<file path="config.mk">
export PLATFORM = sky130hd
export DESIGN_NAME = text_mesh_format_lexer
export DESIGN_NICKNAME = d
export VERILOG_FILES = /design/src/sv/tmfl_pkg.sv /design/src/sv/tmfl_core.sv /design/src/sv/tmfl_res_fifo.sv /design/src/sv/text_mesh_format_lexer.sv
export SDC_FILE = /design/constraint.sdc
export NUM_CORES = 1
export LEC_CHECK = 0
export BUFFER_PORTS_ARGS = -buffer_cell sky130_fd_sc_hd__clkbuf_2
export CAP_MARGIN = 20
export CORE_MARGIN = 10
export CORE_UTILIZATION = 30
export DETAILED_ROUTE_END_ITERATION = 8
export GPL_TIMING_DRIVEN = 0
export PLACE_DENSITY_LB_ADDON = 0.12
export RECOVER_POWER = 25
export SLEW_MARGIN = 20
export SYNTH_ARGS = -nofsm -noshare
export SYNTH_HDL_FRONTEND = slang
export SYNTH_SLANG_ARGS = --single-unit
</file>
<file path="constraint.sdc">
create_clock -name clk -period 3.9 [get_ports clk]
set_input_delay 0 -clock clk [delete_from_list [all_inputs] [get_ports clk]]
set_output_delay 0 -clock clk [all_outputs]
set_load 0.05 [all_outputs]
</file>
<file path="src/sv/tmfl_pkg.sv">
// ----------------------------------------------------------------------------
// tmfl_pkg
// Types, codes and byte-class helpers shared by the lexer modules.
// ----------------------------------------------------------------------------
package tmfl_pkg;

	// result queue depth, must be at least 2
	localparam int RES_DEPTH = 4;

	typedef enum logic [3:0] {
		M_IDLE         = 4'd0,
		M_IDENT        = 4'd1,
		M_NUMBER       = 4'd2,
		M_QUOTE        = 4'd3,
		M_UUID         = 4'd4,
		M_SLASH        = 4'd5,
		M_COMMENT      = 4'd6,
		M_SKIP_SLASH   = 4'd7,
		M_SKIP_COMMENT = 4'd8
	} mode_t;

	localparam logic [3:0] K_UNREC   = 4'd0;
	localparam logic [3:0] K_IDENT   = 4'd1;
	localparam logic [3:0] K_INT     = 4'd2;
	localparam logic [3:0] K_FLOAT   = 4'd3;
	localparam logic [3:0] K_STRING  = 4'd4;
	localparam logic [3:0] K_COMMENT = 4'd5;
	localparam logic [3:0] K_LBRACE  = 4'd6;
	localparam logic [3:0] K_RBRACE  = 4'd7;
	localparam logic [3:0] K_LBRACK  = 4'd8;
	localparam logic [3:0] K_RBRACK  = 4'd9;
	localparam logic [3:0] K_COMMA   = 4'd10;
	localparam logic [3:0] K_SEMI    = 4'd11;

	localparam logic [1:0] ERR_NONE    = 2'd0;
	localparam logic [1:0] ERR_SLASH   = 2'd1;
	localparam logic [1:0] ERR_UNTERM  = 2'd2;

	localparam logic [7:0] CH_HASH    = 8'h23;
	localparam logic [7:0] CH_SLASH   = 8'h2F;
	localparam logic [7:0] CH_DOT     = 8'h2E;
	localparam logic [7:0] CH_LT      = 8'h3C;
	localparam logic [7:0] CH_GT      = 8'h3E;
	localparam logic [7:0] CH_LBRACE  = 8'h7B;
	localparam logic [7:0] CH_RBRACE  = 8'h7D;
	localparam logic [7:0] CH_LBRACK  = 8'h5B;
	localparam logic [7:0] CH_RBRACK  = 8'h5D;
	localparam logic [7:0] CH_SEMI    = 8'h3B;
	localparam logic [7:0] CH_COMMA   = 8'h2C;
	localparam logic [7:0] CH_UNDER   = 8'h5F;
	localparam logic [7:0] CH_QUOTE   = 8'h22;
	localparam logic [7:0] CH_PLUS    = 8'h2B;
	localparam logic [7:0] CH_MINUS   = 8'h2D;
	localparam logic [7:0] CH_NL      = 8'h0A;
	localparam logic [7:0] CH_SPACE   = 8'h20;

	typedef struct packed {
		logic [3:0] kind;
		logic [7:0] ch;
		logic       char_valid;
		logic       done;
		logic       stream_end;
		logic [1:0] err;
	} result_t;

	typedef struct packed {
		logic    emits;
		result_t res;
		mode_t   mode;
		logic [3:0] kind;
	} start_t;

	function automatic logic is_digit(input logic [7:0] c);
		return c inside {[8'h30:8'h39]};
	endfunction

	function automatic logic is_alpha(input logic [7:0] c);
		return c inside {[8'h41:8'h5A], [8'h61:8'h7A]};
	endfunction

	function automatic logic is_space(input logic [7:0] c);
		return c inside {CH_SPACE, [8'h09:8'h0D]};
	endfunction

	function automatic logic is_identch(input logic [7:0] c);
		return is_alpha(c) || is_digit(c) || (c == CH_UNDER);
	endfunction

	function automatic result_t res_char(input logic [3:0] kind, input logic [7:0] c);
		result_t r;
		r = '0;
		r.kind = kind;
		r.ch = c;
		r.char_valid = 1'b1;
		return r;
	endfunction

	function automatic result_t res_close(input logic [3:0] kind);
		result_t r;
		r = '0;
		r.kind = kind;
		r.done = 1'b1;
		return r;
	endfunction

	function automatic result_t res_err(input logic [1:0] code);
		result_t r;
		r = '0;
		r.err = code;
		return r;
	endfunction

	function automatic result_t res_end();
		result_t r;
		r = '0;
		r.stream_end = 1'b1;
		return r;
	endfunction

	// first byte of a token: new mode and kind, and an optional result
	function automatic start_t start_token(input logic [7:0] c, input logic skip);
		start_t s;
		s = '0;
		s.mode = M_IDLE;
		s.kind = K_UNREC;
		if (is_space(c)) begin
			s.emits = 1'b0;
		end else if (is_alpha(c) || c == CH_UNDER) begin
			s.emits = 1'b1;
			s.mode = M_IDENT;
			s.kind = K_IDENT;
			s.res = res_char(K_IDENT, c);
		end else if (is_digit(c) || c == CH_MINUS || c == CH_PLUS) begin
			s.emits = 1'b1;
			s.mode = M_NUMBER;
			s.kind = K_INT;
			s.res = res_char(K_INT, c);
		end else if (c == CH_LT || c == CH_QUOTE) begin
			s.mode = (c == CH_LT) ? M_UUID : M_QUOTE;
			s.kind = K_STRING;
		end else if (c == CH_SLASH || c == CH_HASH) begin
			s.kind = K_COMMENT;
			if (skip) begin
				s.mode = (c == CH_SLASH) ? M_SKIP_SLASH : M_SKIP_COMMENT;
			end else begin
				s.mode = (c == CH_SLASH) ? M_SLASH : M_COMMENT;
			end
		end else begin
			s.emits = 1'b1;
			case (c)
				CH_LBRACE: s.res = res_close(K_LBRACE);
				CH_RBRACE: s.res = res_close(K_RBRACE);
				CH_LBRACK: s.res = res_close(K_LBRACK);
				CH_RBRACK: s.res = res_close(K_RBRACK);
				CH_COMMA:  s.res = res_close(K_COMMA);
				CH_SEMI:   s.res = res_close(K_SEMI);
				default:   s.res = res_close(K_UNREC);
			endcase
		end
		return s;
	endfunction

endpackage

</file>
<file path="src/sv/tmfl_core.sv">
// ----------------------------------------------------------------------------
// tmfl_core
// Lexer state and the per-byte transition logic; yields up to two results.
// ----------------------------------------------------------------------------
module tmfl_core (
	input  logic              clk,
	input  logic              arst_n,
	input  logic              go,
	input  logic [7:0]        c,
	input  logic              eoi,
	input  logic              skip,
	output logic [1:0]        n,
	output tmfl_pkg::result_t r0,
	output tmfl_pkg::result_t r1
);
	import tmfl_pkg::*;

	mode_t      mode_q, mode_d;
	logic [3:0] kind_q, kind_d;
	logic       halted_q, halted_d;
	start_t     st;

	always_comb begin
		n = 2'd0;
		r0 = '0;
		r1 = '0;
		mode_d = mode_q;
		kind_d = kind_q;
		halted_d = halted_q;
		st = start_token(c, skip);
		if (halted_q) begin
			n = 2'd0;
		end else if (eoi) begin
			mode_d = M_IDLE;
			kind_d = K_UNREC;
			case (mode_q)
				M_IDENT, M_NUMBER, M_COMMENT: begin
					r0 = res_close(kind_q);
					r1 = res_end();
					n = 2'd2;
				end
				M_QUOTE, M_UUID: begin
					r0 = res_err(ERR_UNTERM);
					halted_d = 1'b1;
					n = 2'd1;
				end
				M_SLASH, M_SKIP_SLASH: begin
					r0 = res_err(ERR_SLASH);
					halted_d = 1'b1;
					n = 2'd1;
				end
				default: begin
					r0 = res_end();
					n = 2'd1;
				end
			endcase
		end else begin
			case (mode_q)
				M_IDENT, M_NUMBER: begin
					if (mode_q == M_IDENT && is_identch(c)) begin
						r0 = res_char(K_IDENT, c);
						n = 2'd1;
					end else if (mode_q == M_NUMBER && c == CH_DOT && kind_q == K_INT) begin
						kind_d = K_FLOAT;
						r0 = res_char(K_FLOAT, c);
						n = 2'd1;
					end else if (mode_q == M_NUMBER && is_digit(c)) begin
						r0 = res_char(kind_q, c);
						n = 2'd1;
					end else begin
						// the ending byte also opens the next token
						r0 = res_close(kind_q);
						r1 = st.res;
						n = st.emits ? 2'd2 : 2'd1;
						mode_d = st.mode;
						kind_d = st.kind;
					end
				end
				M_QUOTE, M_UUID: begin
					n = 2'd1;
					if (c == ((mode_q == M_QUOTE) ? CH_QUOTE : CH_GT)) begin
						r0 = res_close(kind_q);
						mode_d = M_IDLE;
						kind_d = K_UNREC;
					end else begin
						r0 = res_char(K_STRING, c);
					end
				end
				M_SLASH, M_SKIP_SLASH: begin
					if (c != CH_SLASH) begin
						r0 = res_err(ERR_SLASH);
						n = 2'd1;
						halted_d = 1'b1;
						mode_d = M_IDLE;
						kind_d = K_UNREC;
					end else begin
						mode_d = (mode_q == M_SLASH) ? M_COMMENT : M_SKIP_COMMENT;
					end
				end
				M_COMMENT: begin
					n = 2'd1;
					if (c == CH_NL) begin
						r0 = res_close(kind_q);
						mode_d = M_IDLE;
						kind_d = K_UNREC;
					end else begin
						r0 = res_char(K_COMMENT, c);
					end
				end
				M_SKIP_COMMENT: begin
					if (c == CH_NL) begin
						mode_d = M_IDLE;
						kind_d = K_UNREC;
					end
				end
				default: begin
					r0 = st.res;
					n = st.emits ? 2'd1 : 2'd0;
					mode_d = st.mode;
					kind_d = st.kind;
				end
			endcase
		end
	end

	always_ff @(posedge clk or negedge arst_n) begin
		if (!arst_n) begin
			mode_q <= M_IDLE;
			kind_q <= K_UNREC;
			halted_q <= 1'b0;
		end else if (go) begin
			mode_q <= mode_d;
			kind_q <= kind_d;
			halted_q <= halted_d;
		end
	end

`ifndef SYNTHESIS
	a_halt_sticky: assert property (@(posedge clk) disable iff (!arst_n)
		halted_q |=> halted_q)
		else $error("halted flag cleared without reset");

	a_halt_silent: assert property (@(posedge clk) disable iff (!arst_n)
		halted_q |-> n == 2'd0)
		else $error("results produced while halted");

	a_pair_closes: assert property (@(posedge clk) disable iff (!arst_n)
		n == 2'd2 |-> r0.done && r1.err == ERR_NONE)
		else $error("two results without a token close first");

	a_err_halts: assert property (@(posedge clk) disable iff (!arst_n)
		go && n != 2'd0 && r0.err != ERR_NONE |=> halted_q)
		else $error("error result did not halt the lexer");
`endif

endmodule

</file>
<file path="src/sv/tmfl_res_fifo.sv">
// ----------------------------------------------------------------------------
// tmfl_res_fifo
// Small result queue that takes up to two results a cycle and gives one.
// ----------------------------------------------------------------------------
module tmfl_res_fifo #(
	parameter int DEPTH = tmfl_pkg::RES_DEPTH
) (
	input  logic              clk,
	input  logic              arst_n,
	input  logic [1:0]        push_n,
	input  tmfl_pkg::result_t w0,
	input  tmfl_pkg::result_t w1,
	output logic              room,
	output logic              rd_valid,
	input  logic              pop,
	output tmfl_pkg::result_t rd
);
	import tmfl_pkg::*;

	localparam int PW = (DEPTH > 1) ? $clog2(DEPTH) : 1;
	localparam int CW = $clog2(DEPTH + 1);

	result_t        mem_q [DEPTH];
	logic [PW-1:0]  wp_q, rp_q, wp1;
	logic [CW-1:0]  count_q;
	logic           do_pop;

	function automatic logic [PW-1:0] inc(input logic [PW-1:0] p);
		return (p == PW'(DEPTH - 1)) ? '0 : p + PW'(1);
	endfunction

	assign wp1 = inc(wp_q);
	assign room = count_q <= CW'(DEPTH - 2);
	assign rd_valid = count_q != '0;
	assign rd = mem_q[rp_q];
	assign do_pop = pop && rd_valid;

	always_ff @(posedge clk) begin
		if (push_n != 2'd0) begin
			mem_q[wp_q] <= w0;
		end
		if (push_n == 2'd2) begin
			mem_q[wp1] <= w1;
		end
	end

	always_ff @(posedge clk or negedge arst_n) begin
		if (!arst_n) begin
			wp_q <= '0;
			rp_q <= '0;
			count_q <= '0;
		end else begin
			case (push_n)
				2'd1:    wp_q <= wp1;
				2'd2:    wp_q <= inc(wp1);
				default: wp_q <= wp_q;
			endcase
			if (do_pop) begin
				rp_q <= inc(rp_q);
			end
			count_q <= count_q + CW'(push_n) - CW'(do_pop);
		end
	end

`ifndef SYNTHESIS
	a_no_overflow: assert property (@(posedge clk) disable iff (!arst_n)
		push_n != 2'd0 |-> count_q <= CW'(DEPTH - 2))
		else $error("result queue written without room");

	a_count_bound: assert property (@(posedge clk) disable iff (!arst_n)
		count_q <= CW'(DEPTH))
		else $error("result queue count out of range");

	a_head_stable: assert property (@(posedge clk) disable iff (!arst_n)
		rd_valid && !pop |=> rd_valid && $stable(rd))
		else $error("stalled result changed");
`endif

endmodule

</file>
<file path="src/sv/text_mesh_format_lexer.sv">
// ----------------------------------------------------------------------------
// text_mesh_format_lexer
// Streaming tokenizer for a text 3D model format, one byte per request.
// ----------------------------------------------------------------------------
// One input request (a byte or an end-of-input mark) is taken per cycle; it
// is registered, classified against the lexer state in a single pass, and
// its zero, one or two results go into a four-entry result queue that drains
// one result per cycle while out_stall is low. The input side stalls only
// while its register holds a byte and the queue has fewer than two free
// entries, so bytes that give one result each stream at one per cycle
// while out_stall is low. skip_comments (reset 1) must be written through
// the cfg port only while the lexer is idle; the block does not enforce it.
module text_mesh_format_lexer #(
	parameter int RES_DEPTH = tmfl_pkg::RES_DEPTH
) (
	input  logic       clk,
	input  logic       arst_n,
	input  logic       in_valid,
	output logic       in_stall,
	input  logic [7:0] char_in,
	input  logic       end_of_input,
	output logic       out_valid,
	input  logic       out_stall,
	output logic [3:0] token_kind,
	output logic [7:0] content_char,
	output logic       char_valid,
	output logic       token_done,
	output logic       stream_end,
	output logic [1:0] error_code,
	input  logic       cfg_valid,
	output logic       cfg_ready,
	input  logic       cfg_data
);
	import tmfl_pkg::*;

	logic       valid_s1;
	logic [7:0] char_s1;
	logic       eoi_s1;
	logic       skip_q;
	logic       room;
	logic       go;
	logic       take;
	logic [1:0] n;
	result_t    r0, r1, rd;

	assign cfg_ready = 1'b1;
	assign go = valid_s1 && room;
	assign in_stall = valid_s1 && !room;
	assign take = in_valid && !in_stall;

	always_ff @(posedge clk or negedge arst_n) begin
		if (!arst_n) begin
			skip_q <= 1'b1;
			valid_s1 <= 1'b0;
		end else begin
			if (cfg_valid && cfg_ready) begin
				skip_q <= cfg_data;
			end
			if (take) begin
				valid_s1 <= 1'b1;
			end else if (go) begin
				valid_s1 <= 1'b0;
			end
		end
	end

	always_ff @(posedge clk) begin
		if (take) begin
			char_s1 <= char_in;
			eoi_s1 <= end_of_input;
		end
	end

	tmfl_core u_core (
		.clk    (clk),
		.arst_n (arst_n),
		.go     (go),
		.c      (char_s1),
		.eoi    (eoi_s1),
		.skip   (skip_q),
		.n      (n),
		.r0     (r0),
		.r1     (r1)
	);

	tmfl_res_fifo #(
		.DEPTH (RES_DEPTH)
	) u_fifo (
		.clk      (clk),
		.arst_n   (arst_n),
		.push_n   (go ? n : 2'd0),
		.w0       (r0),
		.w1       (r1),
		.room     (room),
		.rd_valid (out_valid),
		.pop      (!out_stall),
		.rd       (rd)
	);

	assign token_kind = rd.kind;
	assign content_char = rd.ch;
	assign char_valid = rd.char_valid;
	assign token_done = rd.done;
	assign stream_end = rd.stream_end;
	assign error_code = rd.err;

`ifndef SYNTHESIS
	a_no_stall_empty: assert property (@(posedge clk) disable iff (!arst_n)
		!valid_s1 |-> !in_stall)
		else $error("input stalled with an empty input register");

	a_go_consumes: assert property (@(posedge clk) disable iff (!arst_n)
		go && !take |=> !valid_s1)
		else $error("input register not freed after processing");

	a_take_holds: assert property (@(posedge clk) disable iff (!arst_n)
		take |=> valid_s1)
		else $error("accepted request lost");
`endif

endmodule
</file>
# --- Yosys cells after proc, flatten, opt, wreduce, memory -nomap -nowiden ---
# Memories as Yosys holds them, arrays and structs flattened.
# Index checks and enable logic that the tools add are counted.
totals:
  word_cells: 174
  out_inout_bits: 20
  in_bits: 15
  register_bits: 27
  n_memories: 1
  ramBits: 68
memory_table:
  columns: ["name", "depth", "word_bits", "read_ports", "rd_clocked_by_memory_dff", "wr", "line_no", "source"]
  rows:
  - ["u_fifo.mem_q", 4, 17, 1, 0, 2, "tmfl_res_fifo.sv:23", "result_t mem_q [DEPTH];"]
op_classes:
  mux: 72
  reduce_logical: 37
  n_bitwise: 1
  eq_ne: 39
  magnitude_cmp: 9
  addsub: 5
ops:
  columns: ["operator", "count"]
  rows:
  - ["2-to-1 mux 17 bit", 12]
  - ["one-hot mux 17 bit (6 select lines)", 1]
  - ["one-hot mux 17 bit (5 select lines)", 1]
  - ["equality test 8 x 6 -> 1 bit (second input constant)", 10]
  - ["2-to-1 mux 4 bit", 15]
  - ["2-to-1 mux 26 bit", 2]
  - ["one-hot mux 17 bit (3 select lines)", 1]
  - ["equality test 8 x 7 -> 1 bit (second input constant)", 5]
  - ["2-to-1 mux 18 bit", 2]
  - ["one-hot mux 4 bit (4 select lines)", 2]
  - ["2-to-1 mux 25 bit", 1]
  - ["2-to-1 mux 2 bit", 12]
  - ["equality test 4 x 3 -> 1 bit (second input constant)", 4]
  - [">= comparator 8 x 7 -> 1 bit (second input constant)", 2]
  - ["<= comparator 8 x 7 -> 1 bit (second input constant)", 2]
  - ["2-to-1 mux 8 bit", 2]
  - ["2-to-1 mux 1 bit", 15]
  - ["AND reduction 7 bit", 2]
  - ["2-to-1 mux 13 bit", 1]
  - ["equality test 4 x 2 -> 1 bit (second input constant)", 3]
  - ["logical AND 1 bit", 12]
  - ["nonzero test 2 bit", 5]
  - ["inequality test 3 bit (second input constant)", 3]
  - ["equality test 2 bit (second input constant)", 4]
  - ["other kinds (28)", 44]

# --- Longest topological paths before layout ---
# Gate-level depths: netlist of run 1.
depth:
  ltp_word: 19
  mapped_depth: 15
  ltp_nobuf: 13

# --- Modules after synthesis ---
# A second synthesis of run 1 with hierarchy kept.
hier_totals:
  cells_unflattened: 522
  area_unflattened_um2: 6203.4
by_module_without_submodules:
  columns: ["module", "seq_area_each_um2", "instances", "area_each_um2", "cells_each"]
  rows:
  - ["tmfl_res_fifo", 2217.1, 1, 3947.5, 221]
  - ["tmfl_core", 200.2, 1, 1856.8, 279]
  - ["text_mesh_format_lexer", 321.6, 1, 399.1, 22]

# --- Worst setup path after synthesis of run 1 ---
# OpenSTA, ideal clock, no wires.
synth_timing:
  path_kind: "reg-to-reg"
  from: "register u_core.mode_q[1]"
  to: "memory u_fifo.mem_q[0][10] (netlist name) (enable)"
  stages_incl_launch_ff: 13
  setup_time_ps: 359
  required_ps: 3541
  path_buffers: 3
  setup_slack_ps: 331
  t_arrival_ps: 3210
  period_less_slack_ps: 3569
  path_cell_list: "dfrtp_1 or4_1 and2_1 clkbuf_1 a21oi_1 nand2_1 o311a_1 o41ai_1 ha_1 clkbuf_1 clkbuf_1 a21oi_1 inv_1"
synth_rtl:
  columns: ["element", "line_no", "source"]
  rows:
  - ["start, declared", "tmfl_core.sv:18", "mode_t mode_q, mode_d;"]
  - ["start signal, assigned", "tmfl_core.sv:132", "mode_q <= mode_d;"]
  - ["end, declared", "tmfl_res_fifo.sv:23", null]

==> results of run 1 <==
flip-flops by register name (all words and copies together), names as in the netlist:
signal,cells
eoi_s1,1
u_core.kind_q,3
u_core.mode_q,4
u_fifo.count_q,3
u_fifo.wp_q,2
char_s1,8
u_core.halted_q,1
skip_q,1
valid_s1,1
u_fifo.mem_q,68
u_fifo.rp_q,2
kinds of logic after synthesis:
family          after synthesis  share of synthesized area
compound gates              181                      0.209
xor+xnor                      6                    0.00875
fa+ha+maj                    15                     0.0325
buf+inv                      63                     0.0434
flops                        94                      0.443
mux                          21                     0.0713
other cells                   1                   0.000625
simple gates                215                      0.192
cell type report:
| class | instances | area (um^2) |
|---|---|---|
| buffer | 37 | 174 |
| clock buffer | 10 | 229 |
| clock inverter | 6 | 119 |
| fill | 2001 | 12300 |
| inverter | 24 | 101 |
| multi-input combinational | 439 | 3250 |
| sequential | 94 | 2660 |
| tap | 265 | 332 |
| timing repair buffer | 57 | 399 |
power breakdown:
part | total (mW) | switching, mW | internal [mW]
Clock | 1.05 | 0.412 | 0.635
Sequential | 1.53 | 0.130 | 1.40
Combinational | 2.97 | 2.04 | 0.928
path summary, 6_finish.rpt:
path                       slack (ns)  cells past startpoint                 end          startpoint
max                              0.26                     13  u_fifo.mem_q[1][7]          char_s1[6]
min                              0.03                      3      u_fifo.rp_q[1]           out_stall
max reg2reg                      0.26                     13  u_fifo.mem_q[1][7]          char_s1[6]
min reg2reg                      0.46                      2  u_fifo.mem_q[2][0]  u_fifo.mem_q[2][0]
max in group asynchronous        2.98                      2    u_core.kind_q[2]              arst_n
min in group asynchronous        0.31                      2            valid_s1              arst_n
per-stage QoR:
step	power (mW)	util	setup TNS, ns	instances	cell area, um^2
final	5.54	0.371	0	932	7260
after global placement	4.30	0.332	-65.27	894	6500
after floorplan	3.54	-	0	596	6000
after CTS	5.54	0.367	0	930	7190
after global routing	5.89	0.371	-0.000292	932	7260
after detailed placement	4.33	0.332	-64.71	894	6500
worst reg2reg max path, cell delays in order, from the launching register on:
cell and delay (ns):
edfxtp_1 0.47, clkbuf_1 0.29, or3b_1 0.52, o211ai_1 0.20, buf_4 0.16, inv_1 0.05, nor2_1 0.18, o41ai_4 0.13
ha_2 0.26, nand2b_2 0.26, nand2b_4 0.22, a211oi_4 0.29, o21ai_1 0.19, a21boi_1 0.25
timing repair:
| item | CTS | global route |
|---|---|---|
| pin swaps | 3 | 3 |
| gates resized for setup | 31 | 20 |
| setup buffers | 8 | 3 |
| setup endpoints to repair | 129 | 101 |
| hold buffers | 13 | 0 |
| endpoints found under the hold margin | 28 | 0 |
placed cells by master, fill, tap and decap left out, types with 12 or more instances in the layout:
master	n
ha_1	12
dlygate4sd3_1	13
o22ai_1	18
a21oi_1	27
o21ai_1	17
clkbuf_2	29
dfrtp_1	16
nand4_1	14
nor3_1	13
o211ai_1	12
a22oi_1	12
mux4_2	17
nand2_1	64
clkbuf_1	29
inv_1	19
o21ai_0	17
nor2_1	27
nand3_1	12
edfxtp_1	69
per-layer routing:
metal / global-route usage / share of wire / vias to the layer above
met5: 0 / 0 / -
li1: - / - / 2437
met2: 0.242 / 0.47 / 183
met4: 0.0500 / 0.017 / 0
met3: 0.0285 / 0.054 / 27
met1: 0.207 / 0.46 / 2604
==> key figures, run 1 <==
Status
  • Status: finished clean

Critical path
  • Bufs and invs on worst path: 3
  • CP max stage cell: or3b_1
  • Endpoint class of the critical path: register
  • Critical Path Fanout Max: 10
  • Crit path DAT: 3.82 ns
  • Max incr delay on CP: ~0.52 ns
  • CP required: approximately 4.1 ns
  • CP startpoint kind: register
  • WS Path Type: reg -> reg
  • Worst path cell trace: clkbuf_1 > or3b_1 > o211ai_1 > buf_4 > inv_1 > nor2_1 > o41ai_4 > ha_2 > nand2b_2 > nand2b_4 > a211oi_4 > o21ai_1 > a21boi_1
  • Worst path top cell family by delay: simple AND/OR/NAND/NOR gates

Timing
  • Endpoints failing hold: 0
  • Worst Max-Slew Pin Slew: approximately 1 ns
  • Final period util: 0.933
  • Worst clock skew: 0.00776 ns
  • Min Hold Slack: between 0.03 and 0.04 ns
  • Minimum clock period: ~3.6 ns
  • Slew headroom: 0.333
  • Post-route setup slack: between 0.2 and 0.3 ns
  • Max Fclk: between 200 and 300 MHz
  • Setup violations, final: 0
  • Slew Viols, Final: 0

GRT
  • Number of global-route vias before repair: 5261
  • Grt ovf: 0
  • Initial antenna violation count: 0
  • First-pass GRT wire length: roughly 31000 um
  • Gr usage total: 0.153
  • Largest net degree at the start of global routing: 18

Route
  • Vias: 5251
  • Avg WL per Cell: between 20 and 25 um
  • Vias per cell: approximately 5.6
  • DR pass1 iterations: 5
  • Post-Route WL: 19900 um
  • DRC: 0
  • DRT iter0 DRCs: between 600 and 700
  • Post-route ant nets: 0

Cells and area
  • Share of cells above drive strength 1: 0.196
  • Ant. Diodes: 0
  • Nets: around 690
  • Area Overhead vs Synth: 21.0%

Hold path
  • Min-delay worst type: in -> reg

Floorplanning
  • Die Area: 26100 um^2
  • Starting Density: 0.306
  • Floorplan row count: about 50
  • Core ar.: between 15000 and 20000 um^2
  • Die X: approximately 160 um
  • Ports: 35
  • Die Y: between 150 and 200 um

CTS
  • Root buf cell: clkbuf_16
  • Reg clk slew, reported paths: 0.07 ns
  • CTS Sinks: 94
  • Clk_lat worst skew: 0.37 ns
  • Clk buf depth: 2
  • Number of buffers created by CTS: 9
  • CTS tree: built
  • H-tree depth: 3

Power and ir drop
  • Leakage: approximately 2.4 nW
  • Power Density: approximately 760 nW/um^2
  • Worst vdd ir: between 0.0002 and 0.0003 V

Synthesis
  • Sequential-to-total area share from yosys stat: 0.443
  • Synth area leader: edfxtp_1
  • Syn_area_per_cell: between 10 and 15 um^2
  • Post-synthesis net count: roughly 630
  • Top_reg_cell synth: edfxtp_1
  • YS warnings: 0
  • Area contributors post-synth: edfxtp_1 (35%), dfrtp_1 (6.7%), mux4_2 (6.4%)
  • Post-Synthesis Cells: ~600
  • Yosys reg bits: 94
  • Post-Syn Area: 6000 um^2
  • Synth unique cells: 77
  • EDFF count, synth: a little under 70
  • Most frequent cells after synthesis: edfxtp_1 (69), nand2_1 (69), a21oi_1 (33), nor2_1 (31), clkbuf_1 (26)
  • Post-synth ARST share: 0.181
  • Area share of the largest cell type after synthesis: 0.345

Placement
  • I/O Buffers: 33
  • Routability cong.: roughly 0.9
  • Detail Placement HPWL: 14900 um
  • Dpl ws: -0.765 ns

Job
  • Max_cap viols: 0
Power figures use the tool's default switching activity.
==> run 2: changes to the inputs <==
clock period = 3.4 ns   (was 3.9 ns; I/O delays follow)
==> run 2 against run 1 <==
- wire length increased by 2.4%
- power increased by 16%
- combinational power increased by 21%
==> key figures, run 2 (synthesis gave the netlist of run 1 again) <==
Timing
  • Endpoints failing hold: 0
  • Setup violations, final: 0
  • Final period util: 0.966
  • Setup_tns: 0 ns
  • Slew headroom: 0.328
  • Minimum clock period: roughly 3.3 ns
  • Unrepaired setup endpoints after global routing: no
  • Max Fclk: 305 MHz
  • Worst Max-Slew Pin Slew: approximately 1.0 ns
  • Worst clock skew: ~0.0074 ns
  • Slew Viols, Final: 0

GRT
  • First-pass GRT wire length: about 31000 um
  • Initial antenna violation count: 0
  • Grt ovf: 0
  • Largest net degree at the start of global routing: 18
  • Number of global-route vias before repair: 5144
  • Gr usage total: 0.152

Critical path
  • CP required: approximately 3.5 ns
  • Critical Path Fanout Max: 10
  • WS Path Type: reg -> reg
  • Worst path cell trace: or4_4 > a21o_4 > a21oi_4 > nand2_2 > o311a_1 > o41ai_4 > buf_4 > ha_4 > buf_12 > a21oi_2 > buf_4 > a22oi_1 > o31ai_1
  • Crit path DAT: 3.39 ns
  • Max incr delay on CP: 0.57 ns
  • Reg2reg path depth: 13
  • Endpoint class of the critical path: register
  • CP max stage cell: or4_4
  • CP startpoint kind: register
  • Crit-path most repeated cell: buf_4

Cells and area
  • Share of cells above drive strength 1: 0.265
  • Largest register FFs: 68
  • Commonest non-fill, non-tap cell in the layout: edfxtp_1
  • Nets: between 700 and 800
  • Most flops, register: u_fifo.mem_q
  • Non-Filler Instances: 947
  • Area Overhead vs Synth: 25.1%
  • Largest regs: u_fifo.mem_q x68, char_s1 x8, u_core.mode_q x4
  • Ant. Diodes: 0
  • Fill cell count: approximately 2000
  • Fin area: 7510 um^2
  • Most frequent cells in the layout: edfxtp_1 (69), nand2_1 (59), clkbuf_2 (34), buf_4 (30), nor2_1 (26)

CTS
  • CTS Sinks: 94
  • Reg clk slew, reported paths: 0.07 ns
  • H-tree depth: 3
  • Clk_lat worst skew: 0.36 ns
  • Number of buffers created by CTS: 9
  • Clk buf depth: 2
  • CTS tree: built
  • Root buf cell: clkbuf_16

Route
  • Post-Route WL: 20400 um
  • Vias per cell: around 5.7
  • Avg WL per Cell: ~22 um
  • Vias: 5355
  • DRC: 0
  • DR pass1 iterations: 5
  • DRT iter0 DRCs: about 570
  • Post-route ant nets: 0

Power and ir drop
  • Sw Ratio: 0.476
  • Worst vdd ir: between 0.0003 and 0.0004 V
  • Net switching power: about 3.0 mW
  • Power Density: ~850 nW/um^2
  • Reg power frac: 0.273
  • Pint: approximately 3.4 mW
  • Leakage: approximately 2.6 nW
  • Comb pwr share: 0.560
  • Clock group share of total power: 0.167

Floorplanning
  • Die X: ~160 um
  • Ports: 35
  • Core ar.: 19600 um^2
  • Floorplan row count: 51
  • Die Y: between 150 and 200 um
  • Starting Density: 0.306
  • Die Area: 26100 um^2

Placement
  • Routability cong.: 0.883
  • I/O Buffers: 33
  • Post-placement cell count: around 890
  • Area of placed instances: approximately 6500 um^2
  • Detail Placement HPWL: 14800 um

Hold path
  • Hold Path Stages: 3
  • Min-delay worst type: in -> reg

Job
  • Max_cap viols: 0

Status
  • Status: finished clean
==> run 2: cell count changes in the layout (fill, tap and decap cells not counted), moves of 3 or more <==
| cell | before | now |
|---|---|---|
| nand2_1 | 64 | 59 |
| clkinvlp_4 | 3 | 0 |
| o22ai_1 | 18 | 13 |
| buf_4 | 8 | 30 |
| nand2_2 | 5 | 8 |
| clkbuf_1 | 29 | 17 |
| o22ai_2 | 0 | 5 |
| bufinv_16 | 3 | 0 |
| clkbuf_2 | 29 | 34 |
| nor2_4 | 1 | 4 |
| inv_4 | 0 | 3 |
==> run 2: area by class of cell <==
cell class,instances,area (um^2),share of cell area
Clock inverter,4,35.0,0.00466
Clock buffer,12,279,0.0371
Tap cell,265,332,0.0441
Multi-Input combinational cell,439,3410,0.454
Timing Repair Buffer,73,499,0.0665
Inverter,24,97.6,0.0130
Buffer,36,201,0.0268
Sequential cell,94,2660,0.354
==> run 2: final timing paths <==
path / from / to / slack [ns]
worst max-delay path: char_s1[0] / u_fifo.mem_q[3][3] / 0.12
worst max register to register: char_s1[0] / u_fifo.mem_q[3][3] / 0.12
min in group asynchronous: arst_n / u_fifo.rp_q[0] / 0.32
worst min-delay path: out_stall / u_fifo.rp_q[0] / 0.04
worst min register to register: u_fifo.mem_q[2][0] / u_fifo.mem_q[2][0] / 0.47
max in group asynchronous: arst_n / u_core.mode_q[3] / 2.41
==> run 2: layer usage <==
layer	vias up	share of wire	global-route usage
met5	-	0	0
li1	2478	-	-
met3	21	0.055	0.0305
met2	191	0.47	0.245
met4	0	0.014	0.0434
met1	2665	0.46	0.202
==> run 2: what timing repair did <==
item / 4_1_cts / 5_1_grt
endpoints found under the hold margin: 28 / 0
gates resized for setup: 71 / 32
pin swaps: 10 / 11
endpoints found under the setup margin: 132 / 107
gates cloned: 0 / 0
hold buffers: 13 / 0
buffers inserted: 14 / 13
==> run 2: per-stage QoR <==
step	utilization	total power, mW	hold slack (ns)	setup WS, ns
global placement	0.332	4.94	-0.0320	-1.39
detailed placement	0.332	4.98	-0.0157	-1.26
floorplan	-	4.06	-0.296	0.00489
global route	0.383	6.79	0.0460	0.00806
CTS	0.374	6.31	0.0326	0.0113
finish	0.383	6.40	0.0405	0.116
==> run 2: critical path: cells and delay by family (launching register included) <==
family          cells  cell delay [ns]
compound gates      7             1.24
simple gates        2             0.65
buf+inv             3             0.51
fa+ha+maj           1             0.16
flops               1             0.45
==> run 2: power groups by stage <==
stage | registers (mW) | logic (mW) | clock network [mW]
finish | 1.75 | 3.59 | 1.07
global route | 1.78 | 3.86 | 1.14
CTS | 1.75 | 3.48 | 1.09
detailed placement | 1.78 | 3.21 | 0
global placement | 1.76 | 3.18 | 0
floorplan | 1.72 | 2.35 | 0
==> run 3: changes to the inputs <==
REMOVE_ABC_BUFFERS = 1   (was not set)
==> run 3 against run 2 <==
- clock power is essentially flat
- sequential power grew 9%
- via count increased by 1.9%
- worst hold slack worse by 0.0078 ns
- non-clock buffer count increased by 9
- highest routed layer unchanged
- combinational power barely moved
- sequential cell count stayed put
- global-route usage is 0.23 points higher
- largest cell class unchanged
- largest power group unchanged
==> key figures, run 3 (synthesis gave the netlist of run 1 again) <==
Critical path
  • Reg2reg end: u_fifo.mem_q[0][14]
  • CP startpoint kind: register
  • Worst setup path endpoint: u_fifo.mem_q[0][14]
  • Endpoint class of the critical path: register
  • Reg2reg path depth: 12
  • CP required: ~3.6 ns
  • CP max stage cell: or4b_1
  • Crit-path most repeated cell: buf_4
  • Critical Path Fanout Max: 9
  • Reg2reg setup slack: between 0.05 and 0.06 ns
  • Worst path cell trace: buf_4 > or4b_1 > a21o_1 > o211ai_4 > o41ai_4 > ha_2 > buf_4 > nand2b_2 > a21oi_4 > buf_6 > nand4_1 > o21ai_1
  • Max incr delay on CP: 0.66 ns
  • Worst r2r src: u_core.mode_q[3]
  • Crit path DAT: approximately 3.6 ns
  • WS Path Type: reg -> reg
  • Worst setup path start: u_core.mode_q[3]

Route
  • Vias per cell: 5.70
  • DRC: 0
  • Post-Route WL: about 20000 um
  • Met2 WL post-DR: roughly 9400 um
  • M1 wire length: a little over 9000 um
  • DR pass1 iterations: 6
  • Highest metal used: met4
  • DRT iter0 DRCs: roughly 520
  • Avg WL per Cell: between 20 and 25 um
  • Vias: between 5000 and 6000
  • Post-route ant nets: 0
  • Metal3 WL: approximately 940 um

Floorplanning
  • Core ar.: around 20000 um^2
  • Die Area: between 20000 and 30000 um^2
  • Ports: 35
  • Die Y: around 160 um
  • Floorplan row count: 51
  • Starting Density: 0.306
  • Die X: 161 um

Timing
  • Worst clock skew: roughly 0.0076 ns
  • Minimum clock period: approximately 3.3 ns
  • Max Fclk: between 200 and 300 MHz
  • Endpoints failing hold: 0
  • Final period util: 0.985
  • Unrepaired setup endpoints after global routing: yes
  • Worst Max-Slew Pin Slew: 1.27 ns
  • Slew headroom: 0.155
  • Setup_tns: 0 ns
  • Slew Viols, Final: 0
  • Setup violations, final: 0

CTS
  • CTS Sinks: 94
  • H-tree depth: 3
  • Number of buffers created by CTS: 9
  • Root buf cell: clkbuf_16
  • Reg clk slew, reported paths: about 0.07 ns
  • CTS tree: built
  • Clk_lat worst skew: roughly 0.36 ns
  • Clk buf depth: 2

GRT
  • Largest net degree at the start of global routing: 23
  • Gr usage total: 0.155
  • Grt ovf: 0
  • Number of global-route vias before repair: 5499
  • Initial antenna violation count: 0
  • First-pass GRT wire length: approximately 32000 um

Cells and area
  • Nets: a little over 700
  • Area Overhead vs Synth: 28.6%
  • Share of the core filled with cells: 0.394
  • Largest register FFs: 68
  • Largest regs: u_fifo.mem_q x68, char_s1 x8, u_core.mode_q x4
  • Share of cells above drive strength 1: 0.290
  • Most flops, register: u_fifo.mem_q
  • Most frequent cells in the layout: edfxtp_1 (69), buf_4 (65), nand2_1 (63), nor2_1 (26), clkbuf_2 (26)
  • Ant. Diodes: 0
  • Commonest non-fill, non-tap cell in the layout: edfxtp_1

Placement
  • Routability cong.: 0.917
  • I/O Buffers: 33
  • Detail Placement HPWL: approximately 14000 um

Hold path
  • Min-delay worst type: in -> reg

Power and ir drop
  • Worst vdd ir: 0.000429 V
  • Leakage: roughly 2.7 nW
  • Power Density: 853 nW/um^2

Job
  • Max_cap viols: 0

Status
  • Status: finished clean
[run 3: changes by cell type in the layout (fill, tap and decap cells not counted), sizes merged]
cell,change
a21oi,+2
buf,+25
bufinv,+2
clkbuf,-19
clkinv,-1
clkinvlp,+4
inv,-2
[run 3: report_power, final]
group	internal, mW	switching [mW]	total (mW)
Clock	0.645	0.453	1.10
Combinational	1.29	2.28	3.58
Sequential	1.61	0.298	1.90
Total	3.54	3.04	6.58
[run 3: how the worst min path moves through the flow]
stage	end	cells after the start	from
5_1_grt	u_fifo.rp_q[1]	3	out_stall
6_report	u_fifo.rp_q[1]	3	out_stall
3_5_place_dp	u_fifo.count_q[1]	1	arst_n
4_1_cts	u_fifo.rp_q[0]	3	out_stall
2_1_floorplan	u_core.halted_q	0	arst_n
3_3_place_gp	u_fifo.count_q[0]	1	arst_n
[run 3: cell type report]
type	instances	area [um^2]
repair buffers	118	868
flip-flops and latches	94	2670
clock buffers	9	225
multi-input cells	441	3420
clock inverters	7	93.8
fillers	1919	11900
well taps	265	332
inverters	24	101
[run 3: metrics by stage]
| step | std cells | area, um^2 | worst slack, ns | total power, mW | hold slack, ns |
|---|---|---|---|---|---|
| final | 958 | 7720 | 0.0523 | 6.58 | 0.0327 |
| after global routing | 958 | 7720 | -0.0305 | 6.96 | 0.0562 |
| after CTS | 936 | 7470 | -0.00477 | 6.49 | 0.0377 |
| after detailed placement | 855 | 6330 | -1.57 | 4.84 | -0.0239 |
| after global placement | 855 | 6330 | -1.50 | 4.76 | -0.0296 |
| after floorplan | 557 | 5830 | -0.249 | 3.98 | -0.296 |
[run 3: timing repair]
item,4_1_cts,5_1_grt
endpoints found under the setup margin,133,113
setup buffers,50,22
hold buffers,13,0
gates resized for setup,59,22
pin swaps,8,15
hold endpoints to repair,28,0
cloned,2,0
[run 3: worst max-delay path, delay by kind of cell, from the launching register on]
kind | cells | cell delay [ns]
AO/OA/AOI/OAI | 5 | 0.95
flip-flops | 1 | 0.54
adder cells (fa/ha/maj) | 1 | 0.25
buffers and inverters | 3 | 0.48
AND/OR/NAND/NOR | 3 | 0.97
[run 3: routing by layer]
layer	track usage	vias to the layer above
li1	-	2508
met1	0.204	2702
met2	0.246	205
met3	0.0224	43
met4	0.0687	0
met5	0	-
